==> src/hw/rtl/lcce_pkg.sv <==
// Package for the literal character code entry block.
// Holds field widths, key codes, digit limits and the Unicode mode type.
// No dependencies; compile first.
`default_nettype none

package lcce_pkg;

   localparam int KEY_W   = 8;
   localparam int CODE_W  = 32;
   localparam int COUNT_W = 4;

   // Keys that select the radix or the Unicode digit count, and the bounds of the digit ranges.
   localparam logic [KEY_W-1:0] KEY_HEX_LO  = 8'h78; // x
   localparam logic [KEY_W-1:0] KEY_HEX_UP  = 8'h58; // X
   localparam logic [KEY_W-1:0] KEY_OCT_LO  = 8'h6F; // o
   localparam logic [KEY_W-1:0] KEY_OCT_UP  = 8'h4F; // O
   localparam logic [KEY_W-1:0] KEY_UNI_LO  = 8'h75; // u
   localparam logic [KEY_W-1:0] KEY_UNI_UP  = 8'h55; // U
   localparam logic [KEY_W-1:0] KEY_ZERO    = 8'h30; // 0
   localparam logic [KEY_W-1:0] KEY_SEVEN   = 8'h37; // 7
   localparam logic [KEY_W-1:0] KEY_NINE    = 8'h39; // 9
   localparam logic [KEY_W-1:0] KEY_A_LO    = 8'h61; // a
   localparam logic [KEY_W-1:0] KEY_F_LO    = 8'h66; // f
   localparam logic [KEY_W-1:0] KEY_A_UP    = 8'h41; // A
   localparam logic [KEY_W-1:0] KEY_F_UP    = 8'h46; // F

   localparam logic [CODE_W-1:0] SAT_MAX      = 32'd255;
   localparam logic [CODE_W-1:0] NEWLINE_CODE = 32'd10;

   // Digit limits per mode.
   localparam logic [COUNT_W-1:0] LIMIT_HEX       = 4'd2;
   localparam logic [COUNT_W-1:0] LIMIT_DEC       = 4'd3;
   localparam logic [COUNT_W-1:0] LIMIT_UNI_SHORT = 4'd4;
   localparam logic [COUNT_W-1:0] LIMIT_UNI_LONG  = 4'd8;

   typedef enum logic [1:0] {
      UNI_NONE  = 2'd0,
      UNI_SHORT = 2'd1,
      UNI_LONG  = 2'd2
   } uni_mode_type;

endpackage

`default_nettype wire

==> src/hw/rtl/lcce_req_if.sv <==
// Keystroke channel of the literal character code entry block.
// Valid/ready handshake with the key payload; depends on lcce_pkg.
`default_nettype none

interface lcce_req_if;
   logic                          valid;
   logic                          ready;
   logic [lcce_pkg::KEY_W-1:0]    key;
   logic                          nul_key;

   modport source (output valid, output key, output nul_key, input ready);
   modport sink   (input valid, input key, input nul_key, output ready);
endinterface

`default_nettype wire

==> src/hw/rtl/lcce_rsp_if.sv <==
// Result channel of the literal character code entry block.
// Valid/ready handshake with the completion flags and code; depends on lcce_pkg.
`default_nettype none

interface lcce_rsp_if;
   logic                          valid;
   logic                          ready;
   logic                          completed;
   logic                          key_rejected;
   logic [lcce_pkg::CODE_W-1:0]   code;

   modport source (output valid, output completed, output key_rejected, output code,
                   input ready);
   modport sink   (input valid, input completed, input key_rejected, input code,
                   output ready);
endinterface

`default_nettype wire

==> src/hw/rtl/literal_char_code_entry.sv <==
// Literal character code entry: one keystroke in, one result word out per key.
// Every accepted key produces exactly one result word in the next cycle. The decode,
// the radix multiply-add and the limit check sit between the entry state registers
// and a single result register, so a key can be taken every cycle: the block is
// ready whenever the result register is empty or its word is taken in the same
// cycle. Throughput is one key per cycle; only a stalled
// result side holds the block back.
// Depends on lcce_pkg, lcce_req_if and lcce_rsp_if.
`default_nettype none

module literal_char_code_entry (
   input  wire logic  clock,
   input  wire logic  reset,
   lcce_req_if.sink   req_ch,
   lcce_rsp_if.source rsp_ch
);

   localparam int KW = lcce_pkg::KEY_W;
   localparam int CW = lcce_pkg::CODE_W;
   localparam int NW = lcce_pkg::COUNT_W;

   // Entry state.
   logic [CW-1:0]           acc_ff, acc_in;
   logic [NW-1:0]           cnt_ff, cnt_in;
   logic                    hex_ff, hex_in;
   logic                    oct_ff, oct_in;
   lcce_pkg::uni_mode_type  uni_ff, uni_in;

   // Result register.
   logic                    rsp_valid_ff;
   logic                    rsp_completed_ff, rsp_completed_in;
   logic                    rsp_rejected_ff, rsp_rejected_in;
   logic [CW-1:0]           rsp_code_ff, rsp_code_in;

   logic                    accept;
   logic [KW-1:0]           key;
   logic                    is_nul;
   logic                    pfx_hex, pfx_oct, pfx_uni_lo, pfx_uni_up;
   logic [4:0]              hex_digit;
   logic                    digit_ok;
   logic [3:0]              digit;
   logic [CW-1:0]           acc_x10;
   logic                    limit_hit;

   assign req_ch.ready = !rsp_valid_ff || rsp_ch.ready;
   assign accept       = req_ch.valid && req_ch.ready;

   assign key    = req_ch.key;
   assign is_nul = req_ch.nul_key;

   assign pfx_hex    = !is_nul && (key == lcce_pkg::KEY_HEX_LO || key == lcce_pkg::KEY_HEX_UP);
   assign pfx_oct    = !is_nul && (key == lcce_pkg::KEY_OCT_LO || key == lcce_pkg::KEY_OCT_UP);
   assign pfx_uni_lo = !is_nul && key == lcce_pkg::KEY_UNI_LO;
   assign pfx_uni_up = !is_nul && key == lcce_pkg::KEY_UNI_UP;

   // Hex digit value, with 16 meaning the key is not a hex digit.
   always_comb begin
      if (key >= lcce_pkg::KEY_ZERO && key <= lcce_pkg::KEY_NINE) begin
         hex_digit = {1'b0, 4'(key - lcce_pkg::KEY_ZERO)};
      end else if (key >= lcce_pkg::KEY_A_LO && key <= lcce_pkg::KEY_F_LO) begin
         hex_digit = {1'b0, 4'(key - lcce_pkg::KEY_A_LO + 8'd10)};
      end else if (key >= lcce_pkg::KEY_A_UP && key <= lcce_pkg::KEY_F_UP) begin
         hex_digit = {1'b0, 4'(key - lcce_pkg::KEY_A_UP + 8'd10)};
      end else begin
         hex_digit = 5'd16;
      end
   end

   assign digit = hex_digit[3:0];

   // Hex digits apply when either hex or any Unicode mode is active.
   always_comb begin
      if (is_nul) begin
         digit_ok = 1'b0;
      end else if (hex_ff || uni_ff != lcce_pkg::UNI_NONE) begin
         digit_ok = !hex_digit[4];
      end else if (oct_ff) begin
         digit_ok = key >= lcce_pkg::KEY_ZERO && key <= lcce_pkg::KEY_SEVEN;
      end else begin
         digit_ok = key >= lcce_pkg::KEY_ZERO && key <= lcce_pkg::KEY_NINE;
      end
   end

   assign acc_x10 = {acc_ff[CW-4:0], 3'b000} + {acc_ff[CW-2:0], 1'b0}
                  + {{(CW-4){1'b0}}, digit};

   always_comb begin
      acc_in           = acc_ff;
      cnt_in           = cnt_ff;
      hex_in           = hex_ff;
      oct_in           = oct_ff;
      uni_in           = uni_ff;
      rsp_completed_in = 1'b0;
      rsp_rejected_in  = 1'b0;
      rsp_code_in      = '0;
      limit_hit        = 1'b0;

      if (pfx_hex) begin
         hex_in = 1'b1;
      end else if (pfx_oct) begin
         oct_in = 1'b1;
      end else if (pfx_uni_lo) begin
         uni_in = lcce_pkg::UNI_SHORT;
      end else if (pfx_uni_up) begin
         uni_in = lcce_pkg::UNI_LONG;
      end else if (!digit_ok) begin
         // A non-digit ends the entry and is handed on.
         rsp_completed_in = 1'b1;
         rsp_rejected_in  = 1'b1;
         if (cnt_ff != '0) begin
            rsp_code_in = acc_ff;
         end else if (is_nul) begin
            rsp_code_in = lcce_pkg::NEWLINE_CODE;
         end else begin
            rsp_code_in = {{(CW-KW){1'b0}}, key};
         end
      end else begin
         if (hex_ff || uni_ff != lcce_pkg::UNI_NONE) begin
            acc_in = {acc_ff[CW-5:0], digit};
         end else if (oct_ff) begin
            acc_in = {acc_ff[CW-4:0], digit[2:0]};
         end else begin
            acc_in = acc_x10;
         end
         cnt_in = cnt_ff + 1'b1;
      end

      if (!rsp_completed_in) begin
         if (acc_in > lcce_pkg::SAT_MAX && uni_in == lcce_pkg::UNI_NONE) begin
            acc_in = lcce_pkg::SAT_MAX;
         end
         if (hex_in) begin
            limit_hit = cnt_in >= lcce_pkg::LIMIT_HEX;
         end else if (uni_in == lcce_pkg::UNI_SHORT) begin
            limit_hit = cnt_in >= lcce_pkg::LIMIT_UNI_SHORT;
         end else if (uni_in != lcce_pkg::UNI_NONE) begin
            limit_hit = cnt_in >= lcce_pkg::LIMIT_UNI_LONG;
         end else begin
            limit_hit = cnt_in >= lcce_pkg::LIMIT_DEC;
         end
         if (limit_hit) begin
            rsp_completed_in = 1'b1;
            rsp_code_in      = acc_in;
         end
      end

      if (rsp_completed_in) begin
         acc_in = '0;
         cnt_in = '0;
         hex_in = 1'b0;
         oct_in = 1'b0;
         uni_in = lcce_pkg::UNI_NONE;
      end
   end

   always_ff @(posedge clock) begin
      if (reset) begin
         acc_ff <= '0;
         cnt_ff <= '0;
         hex_ff <= 1'b0;
         oct_ff <= 1'b0;
         uni_ff <= lcce_pkg::UNI_NONE;
      end else if (accept) begin
         acc_ff <= acc_in;
         cnt_ff <= cnt_in;
         hex_ff <= hex_in;
         oct_ff <= oct_in;
         uni_ff <= uni_in;
      end
   end

   always_ff @(posedge clock) begin
      if (reset) begin
         rsp_valid_ff <= 1'b0;
      end else if (accept) begin
         rsp_valid_ff <= 1'b1;
      end else if (rsp_ch.ready) begin
         rsp_valid_ff <= 1'b0;
      end
   end

   always_ff @(posedge clock) begin
      if (accept) begin
         rsp_completed_ff <= rsp_completed_in;
         rsp_rejected_ff  <= rsp_rejected_in;
         rsp_code_ff      <= rsp_code_in;
      end
   end

   assign rsp_ch.valid        = rsp_valid_ff;
   assign rsp_ch.completed    = rsp_completed_ff;
   assign rsp_ch.key_rejected = rsp_rejected_ff;
   assign rsp_ch.code         = rsp_code_ff;

   // A completed entry leaves no trace in the state.
   a_clear_after_done: assert property (@(posedge clock) disable iff (reset)
      accept && rsp_completed_in |=> acc_ff == '0 && cnt_ff == '0 && !hex_ff && !oct_ff
                                     && uni_ff == lcce_pkg::UNI_NONE)
      else $error("entry state not cleared after completion");

   a_reject_completes: assert property (@(posedge clock) disable iff (reset)
      rsp_valid_ff && rsp_rejected_ff |-> rsp_completed_ff)
      else $error("rejected key without completion");

   a_code_zero_open: assert property (@(posedge clock) disable iff (reset)
      rsp_valid_ff && !rsp_completed_ff |-> rsp_code_ff == '0)
      else $error("nonzero code on an open entry");

   a_saturated: assert property (@(posedge clock) disable iff (reset)
      uni_ff == lcce_pkg::UNI_NONE |-> acc_ff <= lcce_pkg::SAT_MAX)
      else $error("accumulator above saturation outside Unicode mode");

   a_ready_when_empty: assert property (@(posedge clock) disable iff (reset)
      !rsp_valid_ff |-> req_ch.ready)
      else $error("not ready with an empty result register");

endmodule

`default_nettype wire

==> src/flat_wrapper.sv <==
// flat-port wrapper written by rule: the top's interface ports become plain ports
module literal_char_code_entry_flat 
  (clock, reset, req_ch_valid, req_ch_key, req_ch_nul_key, req_ch_ready, rsp_ch_valid, rsp_ch_completed, rsp_ch_key_rejected, rsp_ch_code, rsp_ch_ready);
  lcce_req_if req_ch_i ();
  lcce_rsp_if rsp_ch_i ();
  input  wire logic clock;
  input  wire logic reset;
  input wire logic [$bits(req_ch_i.valid)-1:0] req_ch_valid;
  input wire logic [$bits(req_ch_i.key)-1:0] req_ch_key;
  input wire logic [$bits(req_ch_i.nul_key)-1:0] req_ch_nul_key;
  output wire logic [$bits(req_ch_i.ready)-1:0] req_ch_ready;
  output wire logic [$bits(rsp_ch_i.valid)-1:0] rsp_ch_valid;
  output wire logic [$bits(rsp_ch_i.completed)-1:0] rsp_ch_completed;
  output wire logic [$bits(rsp_ch_i.key_rejected)-1:0] rsp_ch_key_rejected;
  output wire logic [$bits(rsp_ch_i.code)-1:0] rsp_ch_code;
  input wire logic [$bits(rsp_ch_i.ready)-1:0] rsp_ch_ready;
  assign req_ch_i.valid = req_ch_valid;
  assign req_ch_i.key = req_ch_key;
  assign req_ch_i.nul_key = req_ch_nul_key;
  assign req_ch_ready = req_ch_i.ready;
  assign rsp_ch_valid = rsp_ch_i.valid;
  assign rsp_ch_completed = rsp_ch_i.completed;
  assign rsp_ch_key_rejected = rsp_ch_i.key_rejected;
  assign rsp_ch_code = rsp_ch_i.code;
  assign rsp_ch_i.ready = rsp_ch_ready;
  literal_char_code_entry u_core (.clock(clock), .reset(reset), .req_ch(req_ch_i), .rsp_ch(rsp_ch_i));
endmodule
==> config.mk <==
export PLATFORM = sky130hd
export DESIGN_NAME = literal_char_code_entry_flat
export DESIGN_NICKNAME = d
export VERILOG_FILES = /design/src/hw/rtl/lcce_pkg.sv /design/src/hw/rtl/lcce_req_if.sv /design/src/hw/rtl/lcce_rsp_if.sv /design/src/hw/rtl/literal_char_code_entry.sv /design/src/flat_wrapper.sv
export SDC_FILE = /design/constraint.sdc
export NUM_CORES = 1
export LEC_CHECK = 0
export ABC_AREA = 1
export BUFFER_PORTS_ARGS = -buffer_cell sky130_fd_sc_hd__buf_2
export CORE_MARGIN = 4
export CORE_UTILIZATION = 47
export DETAILED_ROUTE_END_ITERATION = 6
export PLACE_DENSITY_LB_ADDON = 0.3
export SLEW_MARGIN = 20
export SYNTH_ARGS = -nofsm -noshare
export SYNTH_HDL_FRONTEND = slang
export SYNTH_SLANG_ARGS = --single-unit
==> constraint.sdc <==
create_clock -name clock -period 5.49 [get_ports clock]
set_input_delay 1.098 -clock clock [delete_from_list [all_inputs] [get_ports clock]]
set_output_delay 1.098 -clock clock [all_outputs]
set_load 0.02 [all_outputs]
==> key figures, run 1 <==
Clocking
  – Clock Pin Slew Worst Setup and Hold Paths: 0.06 ns
  – Clock Sinks: 75
  – Clk_lat worst skew: 0.34 ns
  – CTS tree: built
  – Hold-fix buffers, CTS: 0
  – CTS Root Cell: clkbuf_16
  – CTS Buffer Depth: 2
  – Total CTS buffers: 9
  – H-tree depth: 3

Power and ir drop
  – Max VDD drop: 0.199 mV
  – Power, Total: 1.65 mW
  – Lkg Pwr: 4.22 nW
  – Total power divided by cell area: 202 nW/um^2

Floorplanning
  – I/O pins: 49
  – Die height: 133 um
  – CORE AREA: 15300 um^2
  – Die extent in x: 133 um
  – # rows: 45
  – Die area: 17700 um^2
  – Starting Density: 0.481

Setup path
  – Cell mode on critical path: nand2_1
  – CP arrival: 5.30 ns
  – WP buf/inv: 5
  – Maximum fanout along the worst path: 6
  – CP endpoint kind: flip-flop
  – CP Launch Type: input pin
  – Critical path class: in -> reg
  – CP max stage delay: 0.49 ns
  – Slowest stage cell on the critical path: fa_1
  – CP top delay family: simple AND/OR/NAND/NOR gates
  – WP data required: 5.63 ns

Synthesis
  – Count leader, synth: nand2_1
  – Most frequent cells after synthesis: nand2_1, inv_1, a21oi_1
  – Netlist cell types: 38
  – Synth warn: 0
  – FF+latch count, synth: 75
  – Synth Cell Area: 7340 um^2
  – Syn Nets: 1264
  – Average size of a mapped cell: 6.19 um^2
  – Post-synth EDFFs: 34
  – Area fraction of the dominant cell type after synthesis: 0.180
  – Ys flop type: dfxtp_1
  – Sequential fraction of the synthesis area: 0.251
  – Cell accounting for the most synthesized area: nand2_1
  – Async SR Flop Fraction: 0
  – Area contributors post-synth: nand2_1, edfxtp_1, dfxtp_1
  – Cells after Synth: 1185

GRT
  – Largest net degree at the start of global routing: 69
  – GRT overflow: 0
  – Initial antenna violation count: 0
  – First-pass GRT wire length: 36.1 mm
  – Global Route Usage Sum: 0.247
  – Vias in the first global route: 7447

STA
  – Fmax: 194 MHz
  – Final period util: 0.940
  – Final hold viol count: 0
  – Least-Margin Pin Slew: 0.851 ns
  – Setup ws final: 0.330 ns
  – Crit path time final: 5.16 ns
  – Slew HR: 0.433
  – Post-Route Skew: 0.00973 ns
  – Final Setup Violations: 0
  – Slew Viols, Final: 0

Finish
  – Layout cells sized above 1: 0.0962
  – Post-route non-filler standard cell count: 1437
  – P&R area growth vs syn: 11.6%
  – Final core utilization: 0.537
  – Filler Cells Inserted: 1557
  – Final Cell Area: 8190 um^2
  – Nets: 1300
  – # diodes: 0
  – FF+latch area: 1840 um^2
  – Multi-input logic area: 4680 um^2

Route
  – First-pass iteration count of the detailed router: 6
  – Drt drc: 0
  – WL final: 22.6 mm
  – Vias: 8032
  – Number of nets with antenna violations after routing: 0
  – Average wire per standard cell: 15.7 um
  – Iter 0 DRT Violations: 798
  – Vias per Instance: 5.59

Placement
  – Gpl congestion: 0.964
  – Post-DP HPWL: 16.2 mm
  – Place WS: -0.103 ns
  – Placed insts: 1417
  – Placed Area: 7770 um^2
  – Port bufs: 48

Job
  – Max-cap violations: 0

Run status
  – Status: finished, final reports clean

Hold path
  – Worst Hold Class: reg -> reg
[layout make-up]
type | count | area share
timing repair buffer | 71 | 0.0541
clock inverter | 5 | 0.00825
inverter | 171 | 0.0784
multi-input combinational | 893 | 0.571
clock buffer | 11 | 0.0310
tap | 211 | 0.0322
sequential | 75 | 0.225
[what timing repair did]
action,in CTS,in global routing
buffers inserted,0,1
endpoints found under the setup margin,0,62
gates resized for setup,0,14
[through the flow]
| stage | hold slack, ns | TNS [ns] |
|---|---|---|
| after floorplan | 0.441 | 0 |
| after global routing | 0.503 | -0.818 |
| after global placement | 0.456 | -0.464 |
| after CTS | 0.477 | 0 |
| final | 0.479 | 0 |
| after detailed placement | 0.467 | -2.50 |
[cells by family after synthesis]
group	count (synthesis)	share of synthesized area
and+or+nand+nor	604	0.352
buffers and inverters	219	0.121
AOI/OAI and AO/OA	211	0.149
DFF	75	0.251
adders and majority gates	66	0.115
xor gates and xnor gates	10	0.0119
[routing by layer]
metal / vias up / part of all wire / global-route usage
li1: 3993 / - / -
met1: 3619 / 0.42 / 0.317
met2: 360 / 0.47 / 0.418
met3: 60 / 0.075 / 0.0441
met4: 0 / 0.030 / 0.0803
met5: - / 0 / 0
[path summary, 6_finish.rpt]
check	slack [ns]	end	start	cells after the start
max	0.33	u_core.rsp_ch.code[10]	req_ch_key[1]	30
min	0.48	u_core.acc_ff[31]	u_core.acc_ff[31]	2
max reg2reg	1.46	u_core.rsp_ch.code[10]	u_core.hex_ff	19
min reg2reg	0.48	u_core.acc_ff[31]	u_core.acc_ff[31]	2
[tightest hold or removal path: stages (launching register included)]
cell and delay, ns:
dfxtp_1 0.32, nand2_1 0.06, a21oi_1 0.06
[sequential cells by signal, summed over array words and instances, names as in the netlist]
register	cells
u_core.acc_ff	32
u_core.cnt_ff	4
u_core.hex_ff	1
u_core.oct_ff	1
u_core.rsp_ch.code	32
u_core.rsp_ch.completed	1
u_core.rsp_ch.key_rejected	1
u_core.rsp_ch.valid	1
u_core.uni_ff	2
[where the power goes]
group	internal, mW	switching [mW]	leakage [nW]
Sequential	0.606	0.0130	0.671
Clock	0.386	0.250	0.157
Combinational	0.121	0.277	3.40
[cells in the final DEF (no fill, tap or decap), types with 2 or more instances in the layout]
cell | synthesis | routed
a211oi_1 | 2 | 2
a21o_1 | 2 | 2
a21oi_1 | 119 | 116
a21oi_2 | 3 | 6
buf_2 | 6 | 48
buf_4 | 8 | 21
clkbuf_16 | 0 | 11
clkinv_4 | 0 | 2
dfxtp_1 | 41 | 41
edfxtp_1 | 34 | 34
ha_1 | 64 | 64
inv_1 | 164 | 164
inv_2 | 7 | 7
nand2_1 | 351 | 349
nand2_2 | 1 | 5
nand3_1 | 85 | 79
nand3_2 | 2 | 7
nand3b_1 | 4 | 4
nand4_1 | 55 | 55
nor2_1 | 89 | 89
nor2_2 | 3 | 3
nor3_1 | 8 | 8
o211ai_1 | 2 | 2
o21ai_0 | 55 | 53
o21ai_1 | 21 | 23
o21bai_1 | 2 | 2
o22ai_1 | 3 | 3
xnor2_1 | 7 | 7
xor2_1 | 3 | 3
Power figures use the tool's default switching activity.
==> inputs of run 2 (changes only) <==
- CELL_PAD_IN_SITES_DETAIL_PLACEMENT: default -> 0
- CELL_PAD_IN_SITES_GLOBAL_PLACEMENT: default -> 1
- CORE_MARGIN: 4 -> default
- CORE_UTILIZATION: 47 -> 44
==> run 2 against run 1 <==
Critical path depth did not move. Setup slack improved by 0.035 ns. Hold slack got worse by 0.0060 ns. Clock skew fell by 0.0014 ns. Largest cell class unchanged. Fmax rose by 0.67%. Critical endpoint unchanged. Clock power fell by 6.1%.
==> key figures, run 2 (same netlist as run 1, synthesis figures left out) <==
Placement
  – Post-DP HPWL: 17.1 mm
  – Placed Area: 7810 um^2
  – Gpl congestion: 0.921
  – Port bufs: 48

STA
  – Setup TNS: 0 ns
  – Slew Viols, Final: 0
  – Final period util: 0.934
  – Post-Route Skew: 0.00833 ns
  – Least-Margin Pin Slew: 0.807 ns
  – Slew HR: 0.462
  – Final hold viol count: 0
  – Crit path time final: 5.13 ns
  – Fmax: 195 MHz
  – Final Setup Violations: 0

Power and ir drop
  – Seq pwr share: 0.384
  – Max VDD drop: 0.178 mV
  – Sw Share: 0.351
  – Net Sw Power: 565 uW
  – Combinational power share: 0.245
  – Lkg Pwr: 4.23 nW
  – Clock power share: 0.370
  – Total power divided by cell area: 197 nW/um^2
  – Int Pwr: 1.05 mW

Setup path
  – Critical path class: in -> reg
  – CP arrival: 5.24 ns
  – CP Launch Type: input pin
  – CP endpoint kind: flip-flop
  – Setup crit start: req_ch_key[0]
  – Worst r2r src: u_core.acc_ff[2]
  – Cell mode on critical path: nand2_1
  – Slowest stage cell on the critical path: fa_1
  – CP max stage delay: 0.50 ns
  – WP data required: 5.61 ns
  – R2r worst-path depth: 18
  – Maximum fanout along the worst path: 10

GRT
  – Largest net degree at the start of global routing: 69
  – Initial antenna violation count: 0
  – Vias in the first global route: 7460
  – Global Route Usage Sum: 0.275
  – First-pass GRT wire length: 38.3 mm
  – GRT overflow: 0

Floorplanning
  – Die area: 17200 um^2
  – CORE AREA: 16100 um^2
  – Die extent in x: 131 um
  – I/O pins: 49
  – # rows: 46
  – Die height: 131 um
  – Starting Density: 0.457

Clocking
  – CTS Buffer Depth: 2
  – CTS tree: built
  – Clock Pin Slew Worst Setup and Hold Paths: 0.07 ns
  – H-tree depth: 3
  – Total CTS buffers: 9
  – CTS Root Cell: clkbuf_16
  – Clk_lat worst skew: 0.35 ns
  – Clock Sinks: 75
  – Hold-fix buffers, CTS: 0

Route
  – First-pass iteration count of the detailed router: 5
  – Iter 0 DRT Violations: 644
  – Vias per Instance: 5.49
  – Vias: 7945
  – Drt drc: 0
  – Number of nets with antenna violations after routing: 0
  – Average wire per standard cell: 16.2 um
  – WL final: 23.5 mm

Job
  – Max-cap violations: 0

Finish
  – Final Cell Area: 8200 um^2
  – FF+latch area: 1840 um^2
  – Commonest non-fill, non-tap cell in the layout: nand2_1
  – Layout cells sized above 1: 0.101
  – # diodes: 0
  – Filler Cells Inserted: 1700
  – P&R area growth vs syn: 11.8%
  – Multi-input logic area: 4670 um^2
  – Nets: 1306
  – Commonest cells after routing, fill and taps aside: nand2_1, inv_1, a21oi_1

Hold path
  – Worst Hold Class: reg -> reg
  – Min-delay src: u_core.acc_ff[31]
  – Hold path depth: 2

Run status
  – Status: finished, final reports clean
==> run 2: cell types whose count changed in the layout (fill, tap and decap cells not counted), moves of 2 or more <==
cell and delta:
buf_4 +6, clkinvlp_4 +2, clkbuf_16 -2, o21ai_0 +2
o21ai_1 -2, nand2_2 -2, inv_8 +2
==> run 2: final timing paths <==
kind | to | slack (ns)
worst max-delay path | u_core.rsp_ch.code[10] | 0.36
worst min-delay path | u_core.acc_ff[31] | 0.47
worst max register to register | u_core.rsp_ch.code[10] | 1.70
worst min register to register | u_core.acc_ff[31] | 0.47
==> run 2: stage by stage <==
step                      total power [mW]  worst slack [ns]  hold slack (ns)  cells  utilization
after global placement               0.989          -0.00175            0.457   1427        0.487
after global routing                  1.68           -0.0376            0.494   1448        0.511
after CTS                             1.58             0.256            0.471   1443        0.505
final                                 1.61             0.364            0.473   1448        0.511
after detailed placement             0.991           -0.0881            0.461   1427        0.487
after floorplan                      0.897             0.619            0.441   1185            -
==> run 2: final cells by class <==
type,instances,share of cell area
timing repair buffer,78,0.0598
tap,216,0.0329
sequential,75,0.225
clock buffer,9,0.0275
inverter,171,0.0782
clock inverter,7,0.00808
multi-input combinational,892,0.569
==> run 2: metal layers <==
metal / up-vias / part of all wire / track usage
met5: - / 0 / 0
met3: 46 / 0.053 / 0.0293
met1: 3642 / 0.45 / 0.362
met4: 0 / 0.026 / 0.0954
met2: 264 / 0.47 / 0.466
li1: 3993 / - / -
==> run 2: power by group through the flow <==
stage	combinational, mW	clock [mW]	sequential [mW]
2_1_floorplan	0.249	0	0.648
5_1_grt	0.435	0.623	0.621
3_5_place_dp	0.359	0	0.632
6_report	0.396	0.597	0.620
4_1_cts	0.360	0.602	0.620
3_3_place_gp	0.357	0	0.632
==> run 2: critical path: cells and delay by family <==
family / cells / cell delay (ns)
compound gates: 3 / 0.52
simple gates: 19 / 2.14
buf+inv: 5 / 0.47
fa+ha+maj: 3 / 1.01
==> run 2: repair_timing <==
action | in CTS | in global routing
gates resized for setup | 0 | 12
setup buffers | 0 | 4
setup endpoints to repair | 0 | 60
